===== src/rtl/tcw_pkg.sv =====
// Shared constants, widths and control types for the text console character writer.
// Used by the controller, the datapath and the top level; depends on nothing else.
package tcw_pkg;

    localparam int COLS     = 80;
    localparam int ROWS     = 25;
    localparam int TAB_STOP = 4;
    localparam int CELLS    = COLS * ROWS;
    localparam int KEEP     = CELLS - COLS;

    localparam int ADDR_W   = $clog2(CELLS);
    localparam int CNT_W    = $clog2(CELLS + 1);
    localparam int POS_W    = $clog2(CELLS + COLS + TAB_STOP + 1);
    localparam int COL_W    = $clog2(COLS);
    localparam int TPH_W    = $clog2(TAB_STOP + 1);
    localparam int COLS_MOD_TAB = COLS % TAB_STOP;

    localparam int CHAR_W   = 8;
    localparam int ATTR_W   = 8;
    localparam int IDX_W    = 11;
    localparam int CELL_W   = 16;
    localparam int PADDR_W  = 2;
    localparam int PDATA_W  = 32;

    localparam logic [CHAR_W-1:0] CH_NUL   = 8'h00;
    localparam logic [CHAR_W-1:0] CH_TAB   = 8'h09;
    localparam logic [CHAR_W-1:0] CH_LF    = 8'h0A;
    localparam logic [CHAR_W-1:0] CH_CR    = 8'h0D;
    localparam logic [CHAR_W-1:0] CH_BS    = 8'h08;
    localparam logic [CHAR_W-1:0] CH_SPACE = 8'h20;

    localparam logic [CELL_W-1:0] CELL_RESET   = 16'h0F20;
    localparam logic [CELL_W-1:0] CELL_NEWLINE = 16'h0000;
    localparam logic [ATTR_W-1:0] ATTR_RESET   = 8'h0F;

    localparam logic FUNC_PUT  = 1'b0;
    localparam logic FUNC_READ = 1'b1;

    typedef struct packed {
        logic clear_step;
        logic scroll_step;
        logic load_item;
        logic read_issue;
        logic exec;
        logic tab_step;
    } tcw_cmd_t;

    typedef struct packed {
        logic clear_last;
        logic scroll_last;
        logic is_read;
        logic is_tab;
        logic past_end;
        logic tab_last;
    } tcw_status_t;

endpackage


===== src/rtl/tcw_ctrl.sv =====
// Controller state machine of the text console character writer.
// Depends on tcw_pkg for the command and status types.
module tcw_ctrl
    import tcw_pkg::*;
(
    input  logic        clk,
    input  logic        rst_n,
    input  logic        req_valid,
    input  logic        out_free,
    input  tcw_status_t status,
    output tcw_cmd_t    cmd,
    output logic        idle,
    output logic        out_load
);

    typedef enum logic [7:0] {
        S_CLEAR  = 8'b00000001,
        S_IDLE   = 8'b00000010,
        S_PRE    = 8'b00000100,
        S_SCROLL = 8'b00001000,
        S_EXEC   = 8'b00010000,
        S_TAB    = 8'b00100000,
        S_POST   = 8'b01000000,
        S_DONE   = 8'b10000000
    } state_t;

    state_t state_reg;
    state_t state_next;
    logic   post_reg;
    logic   post_next;

    always_comb
    begin
        state_next = state_reg;
        post_next  = post_reg;
        cmd        = '0;
        idle       = 1'b0;
        out_load   = 1'b0;
        unique case (state_reg)
            S_CLEAR:
            begin
                cmd.clear_step = 1'b1;
                if (status.clear_last)
                begin
                    state_next = S_IDLE;
                end
            end
            S_IDLE:
            begin
                idle = 1'b1;
                if (req_valid)
                begin
                    cmd.load_item = 1'b1;
                    state_next    = S_PRE;
                end
            end
            S_PRE:
            begin
                if (status.is_read)
                begin
                    cmd.read_issue = 1'b1;
                    state_next     = S_DONE;
                end
                else if (status.past_end)
                begin
                    post_next  = 1'b0;
                    state_next = S_SCROLL;
                end
                else
                begin
                    state_next = S_EXEC;
                end
            end
            S_SCROLL:
            begin
                cmd.scroll_step = 1'b1;
                if (status.scroll_last)
                begin
                    state_next = post_reg ? S_DONE : S_EXEC;
                end
            end
            S_EXEC:
            begin
                if (status.is_tab)
                begin
                    cmd.tab_step = 1'b1;
                    state_next   = status.tab_last ? S_POST : S_TAB;
                end
                else
                begin
                    cmd.exec   = 1'b1;
                    state_next = S_POST;
                end
            end
            S_TAB:
            begin
                cmd.tab_step = 1'b1;
                if (status.tab_last)
                begin
                    state_next = S_POST;
                end
            end
            S_POST:
            begin
                if (status.past_end)
                begin
                    post_next  = 1'b1;
                    state_next = S_SCROLL;
                end
                else
                begin
                    state_next = S_DONE;
                end
            end
            S_DONE:
            begin
                if (out_free)
                begin
                    out_load = 1'b1;
                    idle     = 1'b1;
                    if (req_valid)
                    begin
                        cmd.load_item = 1'b1;
                        state_next    = S_PRE;
                    end
                    else
                    begin
                        state_next = S_IDLE;
                    end
                end
            end
            default:
            begin
                state_next = S_IDLE;
            end
        endcase
    end

    always_ff @(posedge clk or negedge rst_n)
    begin
        if (!rst_n)
        begin
            state_reg <= S_CLEAR;
            post_reg  <= 1'b0;
        end
        else
        begin
            state_reg <= state_next;
            post_reg  <= post_next;
        end
    end

endmodule


===== config.mk =====
export PLATFORM = sky130hd
export DESIGN_NAME = tcw_ctrl
export DESIGN_NICKNAME = d
export VERILOG_FILES = /design/src/rtl/tcw_pkg.sv /design/src/rtl/tcw_ctrl.sv
export SDC_FILE = /design/constraint.sdc
export NUM_CORES = 1
export LEC_CHECK = 0
export ABC_AREA = 1
export BUFFER_PORTS_ARGS = -buffer_cell sky130_fd_sc_hd__buf_2
export CAP_MARGIN = 20
export CORE_UTILIZATION = 41
export CTS_CLUSTER_DIAMETER = 200
export CTS_CLUSTER_SIZE = 30
export DETAILED_ROUTE_END_ITERATION = 12
export PLACE_DENSITY_LB_ADDON = 0.3
export SYNTH_ARGS = -nofsm -noshare
export SYNTH_HDL_FRONTEND = slang
export SYNTH_SLANG_ARGS = --single-unit

===== constraint.sdc =====
create_clock -name clk -period 3.4 [get_ports clk]
set_clock_uncertainty 0.05 [all_clocks]
set_input_delay 0.68 -clock clk [delete_from_list [all_inputs] [get_ports clk]]
set_output_delay 0.68 -clock clk [all_outputs]
set_load 0.01 [all_outputs]

==> results.ini, run 1 <==
[synthesis]
yosysSeqAreaShare_pct=29.4
yosys_warnings=0
yosysTopAreaCell=dfrtp_1
synth_edf_count=0
synthTopCellsByCount=28 x nand2_1, 12 x inv_2, 12 x nor2_1
synth_top_flop_cell=dfrtp_1
yosysMostFrequentCell=nand2_1
netlist.area_leader.share_pct=26.0
synth_area_um2=769
synth_cells=107
synthTopCellsByArea=dfrtp_1 26%, nand2_4 15%, nand2_1 14%
avgSynthCellArea_um2=7.19
synth_cell_types=19
async_reset_ff_share_pct=100
ys_ff_latch=9
synth_fp_nets=117

[placement]
numPortBuffers=17
dpl.hpwl_um=1210
post-place-ws_ns=1.43
place.gp.congestion=0.809

[timing]
setup_tns_ns=0
period_needed_ns=2.20
worst_slew_pin_slew_ns=0.256
setup_viol=0
setup_slack_ns=1.20
slew_viol_final=0
fin_crit_sh_pct=64.6
timing.fmax_ghz=0.455
hold_viol_final=0
rsz0062_at_grt=false
slew_headroom_pct=82.8

[clock_network]
cts_buffers=3
clock-sinks=9
cts_hold_buf=0
cts_root_buf=clkbuf_4
clock_latency_ns=0.26
cts_tree=yes
cts-resized-gates=0
cts_setup_buffers=0
cts_buffer_depth=2
clk_pin_slew_worst_paths_ns=0.06
cts_max_level=1

[worst_setup_path]
startpoint_type=register
r2r_setup_slack_ns=2.06
crit_type=reg -> out
worstPathMaxFanout=5
r2r_cells=8
cp-end-kind=output pin
r2r_start=state_reg[0]
cp.arrival_ns=1.47
rr_endpoint=state_reg[4]
crit_required_ns=2.67

[grt]
antenna_found_initial=0
track_usage_pct=16.3
grt_pass1_vias=600
grt_max_degree=10
grt_first_pass_wirelength_um=2310
grt-ovfl-total=0

[finish]
nets=139
diodes=0
drive_gt1_share_pct=47.7
seqCellArea_um2=226
largest_register_ff_count=8
area_growth_pct=18.5
nFillCells=179
multiInputGateArea_um2=458

[outcome]
status=complete, no violations

[pwr]
power_density_nw_per_um2=604
swShare_pct=46.8
combPwrFrac_pct=58.4
peakVddDrop_uv=531
leakage_nw=0.557
p_int_mw=0.293
power_frac_clock_pct=15.0
p_sw_mw=0.258
seqPwrFrac_pct=26.7

[drt]
first_pass_iters=4
drc=0
routed_wl_um=1410
vias=668
wl_per_cell_um=9.19
final_antenna_net_count=0
viasPerCell=4.37
drtIter0Drc=10

[floorplanning]
die_w_um=45.3
dieArea_um2=2050
rows=15
coreArea_um2=1750
start_util_pct=44.1
die_h_um=45.3
io_pins=18

[run]
max-cap-violations=0

[min_path]
holdCritPathClass=in -> async

[metal layers]
| metal | global-route usage (%) | wire length [µm] |
|---|---|---|
| met1 | 20.2 | 674 |
| met2 | 26.1 | 669 |
| met3 | 3.60 | 31 |
| met4 | 9.09 | 31 |
| met5 | 0 | 0 |
[critical path, cell delays in order (launching register included)]
cell and delay [ns]:
dfrtp_1 0.40, inv_2 0.08, nand2_4 0.07, nor2_4 0.20
nand2_2 0.08, nor2_2 0.10, nor2_1 0.07, nor2_1 0.07
buf_2 0.13
[cells in the final DEF, fill, tap and decap left out]
cell,netlist,routed
dfrtp_1,8,8
clkbuf_4,0,3
nand2_1,28,28
inv_2,12,12
nand3_2,1,1
nor2_8,1,1
inv_1,9,9
inv_4,1,1
nand3_1,5,5
clkbuf_1,0,1
o21ai_0,1,1
a21oi_1,1,1
nor2_2,6,6
nand3b_1,2,2
nand2_2,4,4
nand2_4,10,10
nor2_4,3,3
nor3_2,1,1
dfstp_2,1,1
buf_2,0,17
nor2_1,12,12
o21ai_2,1,1
[stage by stage]
stage               area, µm²  std cells  power (mW)  hold WS (ns)  utilization (%)
floorplan                 769        107       0.413         0.334                -
global placement          886        149       0.468         0.458             50.8
detailed placement        886        149       0.472         0.470             50.8
CTS                       912        153       0.554         0.212             52.3
global route              912        153       0.593         0.220             52.3
finish                    912        153       0.551         0.203             52.3
[final cells by class]
class / count / area share [%]
timing repair buffer: 17 / 9.33
tap: 25 / 3.43
sequential: 9 / 24.8
inverter: 22 / 9.33
clock buffer: 4 / 2.88
multi-input combinational: 76 / 50.2
[kinds of logic after synthesis]
family / count (synthesis) / synth area share [%]
buf+inv: 22 / 11.1
flops: 9 / 29.4
simple gates: 73 / 57.1
compound gates: 3 / 2.44
[power groups by stage]
| stage | clock (mW) | sequential, mW | combinational [mW] |
|---|---|---|---|
| 3_5_place_dp | 0 | 0.148 | 0.324 |
| 4_1_cts | 0.0815 | 0.147 | 0.326 |
| 3_3_place_gp | 0 | 0.147 | 0.320 |
| 6_report | 0.0824 | 0.147 | 0.322 |
| 2_1_floorplan | 0 | 0.145 | 0.268 |
| 5_1_grt | 0.0861 | 0.151 | 0.356 |
[worst max-delay path by stage]
| stage | depth (start not counted) | end | slack [ns] | start |
|---|---|---|---|---|
| after global placement | 6 | cmd[3] | 1.46 | out_free |
| after floorplan | 7 | cmd[3] | 1.51 | state_reg[1] |
| final | 8 | cmd[3] | 1.20 | state_reg[1] |
| after global routing | 8 | cmd[3] | 1.09 | state_reg[1] |
| after CTS | 8 | cmd[3] | 1.19 | state_reg[1] |
| after detailed placement | 6 | idle | 1.43 | out_free |
(Power assumes the default switching activity.)
==> run 2: changes to the inputs <==
Settings changed: ABC_AREA 1 to 0.
Clock period 3.4 ns to 2.17 ns, I/O delays scaled along.
==> results.ini, run 2 <==
[outcome]
status=finished with violations
violations=DRC

[grt]
track_usage_pct=22.0  ; +5.7 points
grt_first_pass_wirelength_um=2880  ; +24%
grt_max_degree=11  ; +1
grtUsageMet3_pct=6.25  ; +2.7 points
grt_pass1_vias=633  ; +5.5%
grt-ovfl-total=0  ; unchanged
global_route.usage.met2_pct=33.0  ; +6.9 points
grt_util_met1_pct=26.7  ; +6.5 points
grt.busiest_layer=met2
antenna_found_initial=0  ; unchanged

[floorplanning]
start_util_pct=44.9  ; +0.86 points
coreArea_um2=1560  ; -11%
dieArea_um2=1880  ; -8.5%
rows=14  ; -1
io_pins=18  ; unchanged
die_w_um=43.3  ; -4.4%
die_h_um=43.3  ; -4.4%

[worst_setup_path]
crit_type=reg -> out
cp-end-kind=output pin
cp.arrival_ns=1.65  ; +0.18 ns
r2r_start=state_reg[1]
crit_required_ns=1.69  ; -0.98 ns
worstPathMaxFanout=3  ; -2
critical_path_buf_inv_count=2  ; unchanged
crit_start=state_reg[1]
cpMaxStageDelayCell=dfrtp_2
cp_cell_sequence=nor4_4 -> and4_4 -> nor2b_4 -> inv_2 -> and2_1 -> buf_2
critical_path.max_stage_delay_ns=0.42  ; +0.02 ns
crit_family=simple AND/OR/NAND/NOR gates
startpoint_type=register

[finish]
drive_gt1_share_pct=51.0  ; +3.3 points
area_growth_pct=29.1
largest_register_ff_count=8  ; unchanged
diodes=0  ; unchanged
final_cells=116  ; -24%
layout_commonest_cell=buf_2
post-route-cell-area_um2=905  ; -0.82%
final_cell_mix=17 x buf_2, 6 x nor2_1, 6 x buf_4
nets=111  ; -20%

[synthesis]
synthTopCellsByArea=dfrtp_1 29%, dfstp_2 3.8%, nor2_1 3.8%
synth_top_flop_cell=dfrtp_1
yosysMostFrequentCell=dfrtp_1
yosys_warnings=0  ; unchanged
synthXorXnorAreaFrac_pct=2.50  ; +2.5 points
avgSynthCellArea_um2=9.60  ; +33%
yosysTopAreaCell=dfrtp_1
synth_cells=73  ; -32%
synth_top_family_by_area=simple AND/OR/NAND/NOR gates
muxShareOfSynthArea_pct=0  ; unchanged
async_reset_ff_share_pct=100  ; unchanged
synth-simple-area-share_pct=47.3  ; -9.8 points
synth_fp_nets=83  ; -29%
synth_area_um2=701  ; -8.9%
netlist.area_leader.share_pct=28.6  ; +2.6 points
synth_compound_area_share_pct=13.6  ; +11 points
synthAdderAreaFrac_pct=0  ; unchanged
ys_ff_latch=9  ; unchanged
yosysSeqAreaShare_pct=32.3  ; +2.9 points
synthTopCellsByCount=8 x dfrtp_1, 7 x nor2_1, 6 x nand2_1
synth_edf_count=0  ; unchanged
synth_cell_types=38  ; +19

[timing]
rsz0062_at_grt=true
setup_viol=0  ; unchanged
setup_tns_ns=0  ; unchanged
worst_slew_pin_slew_ns=0.418  ; +0.162 ns
period_needed_ns=2.14
holdWs_ns=0.243  ; +0.0400 ns
timing.fmax_ghz=0.468
slew_viol_final=0  ; unchanged
slew_headroom_pct=72.0  ; -11 points
fin_crit_sh_pct=98.5
hold_viol_final=0  ; unchanged

[min_path]
min_from=status[5]
holdCritPathClass=in -> reg

[placement]
placed_area_um2=802  ; -9.5%
dpl.hpwl_um=1180  ; -2.4%
numPortBuffers=17  ; unchanged
dp.cells=106  ; -29%
place.gp.congestion=0.855  ; +5.7%

[pwr]
peakVddDrop_uv=575  ; +8.3%
design_power_total_mw=0.928  ; +68%
leakage_nw=0.453  ; -19%
power_density_nw_per_um2=1030  ; +70%

[drt]
first_pass_iters=8  ; +4
drc=2  ; +2
viasPerCell=5.65  ; +29%
drtIter0Drc=11  ; +1
routed_wl_um=1710  ; +21%
vias=655  ; -1.9%
final_antenna_net_count=0  ; unchanged
wl_per_cell_um=14.7  ; +60%

[clock_network]
cts_root_buf=clkbuf_4
clock-sinks=9  ; unchanged
cts_buffers=3  ; unchanged
cts_buffer_depth=2  ; unchanged
clk_pin_slew_worst_paths_ns=0.06  ; about the same
clock_latency_ns=0.27  ; about the same
cts_max_level=1  ; unchanged
cts_tree=yes

[run]
max-cap-violations=0  ; unchanged

## run 2: layout make-up
type / instances / area, µm²
flip-flops and latches: 9 / 230
well taps: 16 / 20.0
fillers: 140 / 654
clock buffers: 4 / 26.3
repair buffers: 25 / 151
inverters: 3 / 11.3
multi-input cells: 59 / 465
## run 2: metal layers
layer	part of all wire (%)	routed length (µm)
met2	47	811
met4	4.7	80
met3	4.9	83
met5	0	0
met1	43	733
## run 2: report_power, final
part           switching, mW  leakage, nW  internal [mW]
clock network         0.0646       0.0150         0.0713
logic                  0.279        0.326          0.263
registers             0.0419        0.112          0.208
total                  0.386        0.453          0.542
## run 2: logic make-up (layout without fill, tap and decap cells)
logic type / after synthesis / after routing
AOI/OAI and AO/OA: 10 / 10
xor gates and xnor gates: 2 / 2
buffers and inverters: 5 / 32
DFF: 9 / 9
and+or+nand+nor: 47 / 47
## run 2: worst paths after layout
| path | slack, ns | to | depth (start not counted) |
|---|---|---|---|
| min in group asynchronous | 0.49 | state_reg[3] | 2 |
| max reg2reg | 0.41 | state_reg[6] | 5 |
| min reg2reg | 0.50 | state_reg[0] | 2 |
| min | 0.24 | state_reg[0] | 2 |
| max in group asynchronous | 1.33 | state_reg[0] | 2 |
| max | 0.03 | cmd[3] | 6 |
## run 2: stage by stage
| step | util [%] | setup WS [ns] |
|---|---|---|
| 2_1_floorplan | - | 0.272 |
| 3_3_place_gp | 51.4 | 0.275 |
| 3_5_place_dp | 51.4 | 0.190 |
| 4_1_cts | 56.5 | 0.00567 |
| 5_1_grt | 58.0 | -0.0610 |
| 6_report | 58.0 | 0.0336 |
## run 2: timing repair
action,4_1_cts,5_1_grt
setup endpoints to repair,3,3
buffers inserted,3,2
gates resized for setup,5,4
pin swaps,3,3
endpoints found under the hold margin,8,0
gates cloned,0,0
hold buffers,1,0
